[config.mk]
export PLATFORM = sky130hd
export DESIGN_NAME = bounded_unique_set_unit
export DESIGN_NICKNAME = d
export VERILOG_FILES = /design/src/sv/bus_pkg.sv /design/src/sv/bus_ctrl.sv /design/src/sv/bus_datapath.sv /design/src/sv/bounded_unique_set_unit.sv
export SDC_FILE = /design/constraint.sdc
export NUM_CORES = 1
export LEC_CHECK = 0
export ABC_AREA = 1
export BUFFER_PORTS_ARGS = -buffer_cell sky130_fd_sc_hd__buf_2
export CAP_MARGIN = 5
export CORE_UTILIZATION = 40
export DETAILED_ROUTE_END_ITERATION = 8
export PLACE_DENSITY = 0.53
export SYNTH_ARGS = -nofsm -noshare
export SYNTH_HDL_FRONTEND = slang
export SYNTH_SLANG_ARGS = --single-unit
export TNS_END_PERCENT = 30
[constraint.sdc]
create_clock -name clk -period 4.2 [get_ports clk]
set_input_delay 0.42 -clock clk [delete_from_list [all_inputs] [get_ports clk]]
set_output_delay 0.42 -clock clk [all_outputs]
set_load 0.005 [all_outputs]
[src/sv/bus_pkg.sv]
`default_nettype none

package bus_pkg;

    // Store geometry. The element field is 32 bits wide, so VALUE_WIDTH stays at or below 32.
    localparam int DEPTH       = 32;
    localparam int VALUE_WIDTH = 32;
    localparam int IDX_W       = $clog2(DEPTH);
    localparam int CNT_W       = 6;

    localparam logic [1:0] OP_INSERT = 2'd0;
    localparam logic [1:0] OP_REMOVE = 2'd1;
    localparam logic [1:0] OP_QUERY  = 2'd2;

    localparam logic [1:0] ST_DONE    = 2'd0;
    localparam logic [1:0] ST_PRESENT = 2'd1;
    localparam logic [1:0] ST_FULL    = 2'd2;
    localparam logic [1:0] ST_ABSENT  = 2'd3;

    typedef struct packed {
        logic [1:0]  operation;
        logic [31:0] element;
    } in_item_t;

    typedef struct packed {
        logic [1:0]       status;
        logic             member;
        logic [CNT_W-1:0] count;
        logic             empty_res;
    } out_item_t;

    // Commands from the controller to the datapath.
    typedef struct packed {
        logic start;
        logic search;
        logic decide;
        logic shift;
        logic commit;
    } bus_cmd_t;

    // Status from the datapath to the controller.
    typedef struct packed {
        logic search_done;
        logic shift_needed;
        logic shift_done;
        logic out_free;
    } bus_sts_t;

endpackage

`default_nettype wire

[src/sv/bus_ctrl.sv]
`default_nettype none

module bus_ctrl (
    input  wire logic             clk,
    input  wire logic             rst_n,
    input  wire logic             in_valid,
    output logic                  in_ready,
    input  wire bus_pkg::bus_sts_t sts,
    output bus_pkg::bus_cmd_t     cmd
);

    typedef enum logic [4:0] {
        S_IDLE   = 5'b00001,
        S_SEARCH = 5'b00010,
        S_DECIDE = 5'b00100,
        S_SHIFT  = 5'b01000,
        S_FINISH = 5'b10000
    } state_t;

    state_t state_reg;
    state_t state_next;

    always_ff @(posedge clk or negedge rst_n)
    begin
        if (!rst_n)
        begin
            state_reg <= S_IDLE;
        end
        else
        begin
            state_reg <= state_next;
        end
    end

    always_comb
    begin
        state_next = state_reg;
        cmd        = '0;
        in_ready   = 1'b0;
        case (state_reg)
            S_IDLE:
            begin
                in_ready  = 1'b1;
                cmd.start = in_valid;
                if (in_valid)
                begin
                    state_next = S_SEARCH;
                end
            end
            S_SEARCH:
            begin
                cmd.search = 1'b1;
                if (sts.search_done)
                begin
                    state_next = S_DECIDE;
                end
            end
            S_DECIDE:
            begin
                cmd.decide = 1'b1;
                state_next = sts.shift_needed ? S_SHIFT : S_FINISH;
            end
            S_SHIFT:
            begin
                cmd.shift = 1'b1;
                if (sts.shift_done)
                begin
                    state_next = S_FINISH;
                end
            end
            S_FINISH:
            begin
                cmd.commit = sts.out_free;
                if (sts.out_free)
                begin
                    state_next = S_IDLE;
                end
            end
            default:
            begin
                state_next = S_IDLE;
            end
        endcase
    end

endmodule

`default_nettype wire

[src/sv/bus_datapath.sv]
`default_nettype none

module bus_datapath (
    input  wire logic                     clk,
    input  wire logic                     rst_n,
    input  wire logic                     cfg_we,
    input  wire logic [bus_pkg::CNT_W-1:0] cfg_data,
    input  wire bus_pkg::in_item_t        in_data,
    input  wire bus_pkg::bus_cmd_t        cmd,
    output bus_pkg::bus_sts_t             sts,
    output logic                          out_valid,
    input  wire logic                     out_ready,
    output bus_pkg::out_item_t            out_data
);

    localparam int IW = bus_pkg::IDX_W;
    localparam int CW = bus_pkg::CNT_W;
    localparam int VW = bus_pkg::VALUE_WIDTH;

    logic [VW-1:0] mem [bus_pkg::DEPTH];
    logic [VW-1:0] rd_data_reg;

    logic [1:0]    op_reg;
    logic [VW-1:0] elem_reg;
    logic [CW-1:0] capacity_reg;
    logic [CW-1:0] fill_reg;
    logic [CW-1:0] fill_next;
    logic [CW-1:0] rd_idx_reg;
    logic [CW-1:0] rd_idx_next;
    logic [IW-1:0] pend_idx_reg;
    logic          pend_reg;
    logic          pend_next;
    logic [IW-1:0] wr_idx_reg;
    logic [IW-1:0] wr_idx_next;
    logic          found_reg;
    logic          found_next;
    logic [IW-1:0] slot_reg;
    logic [IW-1:0] slot_next;
    logic [1:0]    status_reg;
    logic [1:0]    status_next;
    logic          out_valid_reg;
    bus_pkg::out_item_t out_reg;

    logic          rd_issue;
    logic          hit_now;
    logic          more_to_read;
    logic [CW-1:0] limit;
    logic          full;
    logic          mem_we;
    logic [IW-1:0] mem_wa;
    logic [VW-1:0] mem_wd;

    assign more_to_read = rd_idx_reg < fill_reg;
    assign hit_now      = pend_reg && (rd_data_reg == elem_reg);
    assign limit        = (capacity_reg > CW'(bus_pkg::DEPTH)) ? CW'(bus_pkg::DEPTH)
                                                              : capacity_reg;
    assign full         = fill_reg >= limit;

    assign sts.search_done  = hit_now || (!pend_reg && !more_to_read);
    assign sts.shift_needed = (op_reg == bus_pkg::OP_REMOVE) && found_reg;
    assign sts.shift_done   = !pend_reg && !more_to_read;
    assign sts.out_free     = !out_valid_reg || out_ready;

    always_comb
    begin
        rd_idx_next = rd_idx_reg;
        pend_next   = 1'b0;
        wr_idx_next = wr_idx_reg;
        found_next  = found_reg;
        slot_next   = slot_reg;
        status_next = status_reg;
        fill_next   = fill_reg;
        rd_issue    = 1'b0;
        mem_we      = 1'b0;
        mem_wa      = wr_idx_reg;
        mem_wd      = rd_data_reg;

        if (cmd.start)
        begin
            rd_idx_next = '0;
            found_next  = 1'b0;
        end
        if (cmd.search)
        begin
            rd_issue = more_to_read && !hit_now;
            if (hit_now)
            begin
                found_next = 1'b1;
                slot_next  = pend_idx_reg;
            end
        end
        if (cmd.decide)
        begin
            // Set up the compaction pass: read from the slot above the match.
            rd_idx_next = CW'(slot_reg) + CW'(1);
            wr_idx_next = slot_reg;
            case (op_reg)
                bus_pkg::OP_INSERT:
                begin
                    if (found_reg)
                    begin
                        status_next = bus_pkg::ST_PRESENT;
                    end
                    else if (full)
                    begin
                        status_next = bus_pkg::ST_FULL;
                    end
                    else
                    begin
                        status_next = bus_pkg::ST_DONE;
                        mem_we      = 1'b1;
                        mem_wa      = fill_reg[IW-1:0];
                        mem_wd      = elem_reg;
                        fill_next   = fill_reg + CW'(1);
                    end
                end
                bus_pkg::OP_REMOVE:
                begin
                    status_next = found_reg ? bus_pkg::ST_DONE : bus_pkg::ST_ABSENT;
                end
                default:
                begin
                    status_next = found_reg ? bus_pkg::ST_DONE : bus_pkg::ST_ABSENT;
                end
            endcase
        end
        if (cmd.shift)
        begin
            rd_issue = more_to_read;
            if (pend_reg)
            begin
                mem_we      = 1'b1;
                mem_wa      = wr_idx_reg;
                mem_wd      = rd_data_reg;
                wr_idx_next = wr_idx_reg + IW'(1);
            end
            if (!pend_reg && !more_to_read)
            begin
                fill_next = fill_reg - CW'(1);
            end
        end
        if (rd_issue)
        begin
            rd_idx_next = rd_idx_reg + CW'(1);
            pend_next   = 1'b1;
        end
    end

    always_ff @(posedge clk)
    begin
        if (mem_we)
        begin
            mem[mem_wa] <= mem_wd;
        end
        rd_data_reg <= mem[rd_idx_reg[IW-1:0]];
    end

    always_ff @(posedge clk or negedge rst_n)
    begin
        if (!rst_n)
        begin
            capacity_reg  <= CW'(20);
            fill_reg      <= '0;
            pend_reg      <= 1'b0;
            found_reg     <= 1'b0;
            out_valid_reg <= 1'b0;
        end
        else
        begin
            if (cfg_we)
            begin
                capacity_reg <= cfg_data;
            end
            fill_reg  <= fill_next;
            pend_reg  <= pend_next;
            found_reg <= found_next;
            if (cmd.commit)
            begin
                out_valid_reg <= 1'b1;
            end
            else if (out_ready)
            begin
                out_valid_reg <= 1'b0;
            end
        end
    end

    always_ff @(posedge clk)
    begin
        if (cmd.start)
        begin
            op_reg   <= in_data.operation;
            elem_reg <= in_data.element[VW-1:0];
        end
        rd_idx_reg   <= rd_idx_next;
        pend_idx_reg <= rd_idx_reg[IW-1:0];
        wr_idx_reg   <= wr_idx_next;
        slot_reg     <= slot_next;
        status_reg   <= status_next;
        if (cmd.commit)
        begin
            out_reg.status    <= status_reg;
            out_reg.member    <= found_reg;
            out_reg.count     <= fill_reg;
            out_reg.empty_res <= (fill_reg == '0);
        end
    end

    assign out_valid = out_valid_reg;
    assign out_data  = out_reg;

endmodule

`default_nettype wire

[src/sv/bounded_unique_set_unit.sv]
`default_nettype none

// Packed set of up to 32 distinct 32-bit values with a configurable capacity
// (cfg_data, reset 20, saturated to the store depth). Each input beat carries an
// operation (insert, remove, query; code 3 acts as a query) and an element, and
// yields exactly one output beat with a status, the prior member flag, the
// element count after the operation and an empty flag. Items are handled one
// at a time: the membership search reads one store entry per cycle and stops at
// the match, and a remove then shifts each entry above the match down one slot
// per cycle. Each item goes through search, decision, compaction (only for a
// remove that hits) and finish, where it waits for the output register to free
// up. The result sits in an output register, so a new item is taken while the
// last result still waits. Capacity must be written only while the block is
// idle; the block itself does not enforce this.
module bounded_unique_set_unit (
    input  wire logic                      clk,
    input  wire logic                      rst_n,
    input  wire logic                      cfg_we,
    input  wire logic [bus_pkg::CNT_W-1:0] cfg_data,
    input  wire logic                      in_valid,
    output logic                           in_ready,
    input  wire bus_pkg::in_item_t         in_data,
    output logic                           out_valid,
    input  wire logic                      out_ready,
    output bus_pkg::out_item_t             out_data
);

    // The controller sequences search, decision, compaction and result commit;
    // the datapath owns the store, the fill count and the output register.
    bus_pkg::bus_cmd_t cmd;
    bus_pkg::bus_sts_t sts;

    bus_ctrl u_ctrl (
        .clk      (clk),
        .rst_n    (rst_n),
        .in_valid (in_valid),
        .in_ready (in_ready),
        .sts      (sts),
        .cmd      (cmd)
    );

    bus_datapath u_datapath (
        .clk       (clk),
        .rst_n     (rst_n),
        .cfg_we    (cfg_we),
        .cfg_data  (cfg_data),
        .in_data   (in_data),
        .cmd       (cmd),
        .sts       (sts),
        .out_valid (out_valid),
        .out_ready (out_ready),
        .out_data  (out_data)
    );

endmodule

`default_nettype wire

Yosys cells after proc, flatten, opt, wreduce, memory -nomap -nowiden
Memory sizes are Yosys's and may differ from the RTL's. A register that Yosys moved wholly into a read port is not among the register bits.
Cells that the tools add are included.
{ "word_totals": {"output_inout_bits": 12, "memories": 1, "wordCells": 110, "ff_bits": 87, "in_bits": 45, "ramBits": 1024} }
{ "mem_list": {"columns": ["name", "depth", "word_bits", "rd", "rd_ports_with_merged_regs", "write_ports", "line_no", "source"], "rows": [
  ["u_datapath.mem", 32, 32, 1, 1, 1, "bus_datapath.sv:20", "logic [VW-1:0] mem [bus_pkg::DEPTH];"]
]} }
{ "classes": {"add_sub_neg": 5, "n_lt_le_gt_ge": 3, "n_reduce_logical": 16, "n_mux": 57, "n_eq_ne": 11} }
{ "op_table": {"columns": ["cell", "n"], "rows": [
  ["32-bit 2-to-1 mux", 6],
  ["5-bit 2-to-1 mux", 14],
  ["6-bit 2-to-1 mux", 10],
  ["32-bit == test", 1],
  ["5-bit one-hot mux with 5 select lines", 1],
  ["1-bit 2-to-1 mux", 22],
  ["6-bit by 1-bit adder with 6-bit output (second input constant)", 2],
  ["2-bit 2-to-1 mux", 4],
  ["5-bit by 1-bit adder with 6-bit output (second input constant)", 1],
  ["6-bit greater-or-equal comparator", 1],
  ["6-bit > comparator (second input constant)", 1],
  ["6-bit logical NOT", 1],
  ["6-bit less-than comparator", 1],
  ["2-bit inequality test (second input constant)", 3],
  ["6-bit by 1-bit subtractor with 6-bit output (second input constant)", 1],
  ["5-bit by 1-bit adder with 5-bit output (second input constant)", 1],
  ["5-bit by 1-bit == test with 1-bit output (second input constant)", 1],
  ["5-bit by 2-bit == test with 1-bit output (second input constant)", 1],
  ["5-bit by 3-bit == test with 1-bit output (second input constant)", 1],
  ["5-bit by 4-bit == test with 1-bit output (second input constant)", 1],
  ["5-bit == test (second input constant)", 1],
  ["1-bit logical AND", 4],
  ["1-bit logical NOT", 4],
  ["4-bit AND reduction", 1],
  ["other kinds (7)", 8]
]} }

Logic depth before layout (Yosys ltp)
{ "logic_depth": {"ltp_word": 11, "depth_mapped": 16, "ltp_nobuf": 15} }

By module
Synthesis repeated with hierarchy kept, for this count alone.
{ "unflattened": {"hier_cells": 3574, "area_unflattened_um2": 45394.8} }
{ "by_module_without_submodules": {"columns": ["module", "seq_area_each_um2", "area_per_inst_um2", "instances", "cells_each"], "rows": [
  ["bus_datapath", 33679.8, 45060.7, 1, 3527],
  ["bus_ctrl", 126.4, 334.1, 1, 47]
]} }

Worst setup path before layout
Ideal clock, no wire load.
{ "synth_timing": {"kind": "flip-flop to flip-flop", "startpoint": "register u_datapath.capacity_reg[3]", "endpoint": "memory u_datapath.mem[8][0] (netlist bit) (enable)", "path_stages_with_launch": 13, "path_buffers": 0, "synth_period_minus_slack_ns": 3.833, "t_arrival_ns": 3.412, "required_time_ns": 3.779, "setup_slack_ns": 0.367, "setup_time_ns": 0.421, "cell_sequence": "dfrtp_1 > nor3_1 > nand3_1 > nand2_1 > nand2_1 > ha_1 > a21boi_1 > o21ai_2 > and2_4 > nand2_4 > o21ai_2 > nand3_2 > nor2_1"} }
{ "synth_via": {"elab_chain_cells": 11, "elab_cells_between_ends": 17, "classes_between": "2 x order compare; 15 x mux"} }
{ "synth_lines": {"columns": ["item", "line_no", "source"], "rows": [
  ["start: declaration", "bus_datapath.sv:25", "logic [CW-1:0] capacity_reg;"],
  ["start signal: assignment", "bus_datapath.sv:172", "capacity_reg <= cfg_data;"],
  ["6-bit > comparator", "bus_datapath.sv:55", "assign limit = (capacity_reg > CW'(bus_pkg::DEPTH)) ? CW'(bus_pkg::DEPTH)"],
  ["6-bit 2-to-1 mux (*)", "bus_datapath.sv:55", null],
  ["6-bit greater-or-equal comparator (*)", "bus_datapath.sv:57", "assign full = fill_reg >= limit;"],
  ["1-bit 2-to-1 mux", "bus_datapath.sv:104", "else if (full)"],
  ["1-bit 2-to-1 mux", "bus_datapath.sv:100", "if (found_reg)"],
  ["1-bit 2-to-1 mux", "bus_datapath.sv:97", "case (op_reg)"],
  ["1-bit 2-to-1 mux", "bus_datapath.sv:92", "if (cmd.decide)"],
  ["1-bit 2-to-1 mux", "bus_datapath.sv:130", "if (pend_reg)"],
  ["1-bit 2-to-1 mux", "bus_datapath.sv:127", "if (cmd.shift)"],
  ["1-bit 2-to-1 mux", "bus_datapath.sv:151", "if (mem_we)"],
  ["1-bit 2-to-1 mux (not written as such)", "bus_datapath.sv:153", "mem[mem_wa] <= mem_wd;"],
  ["end: declaration", "bus_datapath.sv:20", null]
]} }
Mark *: on every way between the ends. The rest lies on a longest branch, timed or not.

Final worst setup path
{ "layout_timing": {"startpoint": "register u_datapath.capacity_reg[3]", "endpoint": "memory u_datapath.mem[30][26] (netlist bit) (enable)"} }
The elaborated chain is that of the path after synthesis.

==> flow_summary.ini <==
[outcome]
status = finished, final reports clean

[power]
p_leak_nw = 17.76
powerDensity_mw_per_mm2 = 702.8
ir_drop_v = 0.0006838

[grt]
antenna_found_initial = 3
track_usage_pct = 23.19
grt_max_degree = 140
grt_pass1_wl_um = 198300
grt_pass1_vias = 28520
grt_overflow = 0

[worst_setup_path]
cp-endpoint = u_datapath.mem[30][26]
rrSetupSlack_ns = 0.56
crit_arrival_ns = 4.02
r2r-end = u_datapath.mem[30][26]
reg2reg_from = u_datapath.capacity_reg[3]
cp_max_fo = 25
ff2ff_path_depth = 13
crit_start = u_datapath.capacity_reg[3]
critPathCaptureType = flop
cp-start-kind = flop
criticalPathCategory = flop to flop
worstPathRequired_ns = 4.59

[clocking]
worstSkewPairLatency_ns = 0.72
cts_buffers = 119
cts.path.max_buffers = 3
cts_tree = done
clock_sinks = 1143
clk_transition_reported_paths_ns = 0.06
cts_root_buffer = clkbuf_16
post_cts_buffers = 0
cts_resized = 0
ctsHoldBuffers = 43
htreeDepth = 3

[placed_design]
hpwlAfterDp_um = 83860
portBuffers = 56
dpl_worst_slack_ns = 0.5419
place.gp.congestion = 0.8787
place_area_mm2 = 0.04869

[timing]
tns_ns = 0
worst_pin_slew_ns = 1.188
finalSetupViolations = 0
rsz0062_at_grt = false
fmax_mhz = 274.9
relSlewSlack_pct = 20.80
period_needed_ns = 3.638
fin_ws_ns = 0.5621
fin_crit_sh_pct = 86.62
finClkSkew_ns = 0.03180
drv_slew = 0
hold_violations = 0

[yosys]
synth_top_cell_area_share_pct = 70.89
synthMuxAreaShare_pct = 0.1557
yosys.area_share.simple_pct = 10.46
synth_top_family_by_area = compound AO/OA/AOI/OAI gates
synth_flop_cell = edfxtp_1
ys_warn_count = 0
synthCells = 3612
yosysSeqAreaShare_pct = 73.83
async_reset_ff_share_pct = 1.750
synth-adder-area-share_pct = 0.4645
synth_edf_count = 1081
syn_area_per_cell_um2 = 12.68
synthXorXnorAreaFrac_pct = 0.3060
synthesis.area_mm2 = 0.04579
ys_ff_latch = 1143
ys_top_cells_by_area = edfxtp_1, o21ai_0, nor2_1
ys_types = 51
synth-compound-area-share_pct = 11.38
synth_area_leader_cell = edfxtp_1
synth_nets = 3674

[floorplan]
die-area_mm2 = 0.1158
num_rows = 123
start_util_pct = 40.54
coreArea_mm2 = 0.1130
die_h_um = 340.3
io_pins = 57
dieWidth_um = 340.3

[final_layout]
largest_register_ffs = 1024
finish.instance_area_mm2 = 0.05303
fillers = 10120
drive_above_1_share_pct = 12.62
layout.nets = 3811
layout_common_cells = edfxtp_1, nor2_1, o21ai_0, nand2_1, o22ai_1
n_antenna_cell = 0
final_common_cell = edfxtp_1
finish.utilization_pct = 46.95
area.growth.synth_to_final_pct = 15.82

[detailed_routing]
wl_per_cell_um = 25.35
antenna_left = 0
via_per_inst = 5.550
drc = 0
vias = 29700
wirelength_um = 135700
first_pass_iters = 6
drtIter0Drc = 3364

[run]
maxCapViolations = 0

[worst_hold_path]
worst_hold_path_type = input port to flop
-- cells by family after synthesis --
group,count (synthesis)
AO/OA/AOI/OAI,908
XOR/XNOR,16
adder cells (fa/ha/maj),17
buffers and inverters,364
flip-flops,1143
multiplexers,6
AND/OR/NAND/NOR,1158
-- power by group --
part	switching [mW]	leakage (nW)	internal [mW]
logic	8.80	5.52	2.91
clock network	4.49	1.92	6.02
registers	0.529	10.3	14.5
-- how the worst min path moves through the flow --
stage,startpoint,to,slack (ns),cells past startpoint
finish,cfg_we,u_datapath.capacity_reg[0],0.06,2
global route,cfg_we,u_datapath.capacity_reg[0],0.07,2
floorplan,rst_n,u_ctrl.state_reg[1],0.12,0
CTS,cfg_we,u_datapath.capacity_reg[5],0.03,2
global placement,u_datapath.pend_idx_reg[1],u_datapath.slot_reg[1],0.39,0
detailed placement,u_datapath.pend_idx_reg[2],u_datapath.slot_reg[2],0.39,0
-- through the flow --
| step | std cells | hold WS, ns | power [mW] |
|---|---|---|---|
| after floorplan | 3612 | 0.1244 | 21.67 |
| after global placement | 5085 | 0.3859 | 26.85 |
| after detailed placement | 5085 | 0.3896 | 26.90 |
| after CTS | 5352 | 0.02914 | 37.41 |
| after global routing | 5352 | 0.07500 | 38.85 |
| final | 5352 | 0.06463 | 37.27 |
-- layout make-up --
class | count | area, um^2 | share of cell area [%]
clock buffers | 172 | 3368 | 6.351
clock inverters | 52 | 549.3 | 1.036
inverters | 144 | 564.3 | 1.064
multi-input cells | 2105 | 10790 | 20.35
flip-flops and latches | 1143 | 33810 | 63.75
well taps | 1500 | 1877 | 3.539
repair buffers | 236 | 2077 | 3.916
-- synth_stat cells (4+ instances only) --
cell type     n
edfxtp_1   1081
nor2_1      635
o21ai_0     543
nand2_1     320
o22ai_1     156
inv_1       138
clkbuf_1    130
nand3_1     107
o221ai_1     67
buf_2        64
o211ai_1     62
o21ai_1      57
nand4_1      49
dfxtp_1      42
dfrtp_1      17
ha_1         17
buf_6        12
nor3_1       11
xor2_1       10
a21oi_1       9
buf_1         8
nand3_2       8
buf_4         6
xnor2_1       6
mux2_2        5
nand2_2       5
nor2_2        5
inv_2         4
o21ai_2       4
or2_2         4
-- routing by layer --
metal / GRT usage (%) / wire length (um) / up-vias
li1: - / - / 13530
met1: 33.89 / 61090 / 14900
met2: 36.08 / 62100 / 1095
met3: 3.591 / 9107 / 169
met4: 6.091 / 3371 / 2
met5: 0 / 15 / -
-- critical path, stage by stage (launching register included) --
cell,delay (ns)
dfrtp_1,0.39
nor3_1,0.18
nand3_1,0.11
nand2_1,0.11
nand2_1,0.06
ha_1,0.26
a21boi_1,0.14
o21ai_2,0.21
and2_4,0.21
nand2_4,0.10
o21ai_2,0.38
nand3_2,0.40
nor2_4,0.47
buf_12,0.27
Power figures use the tool's default switching activity.
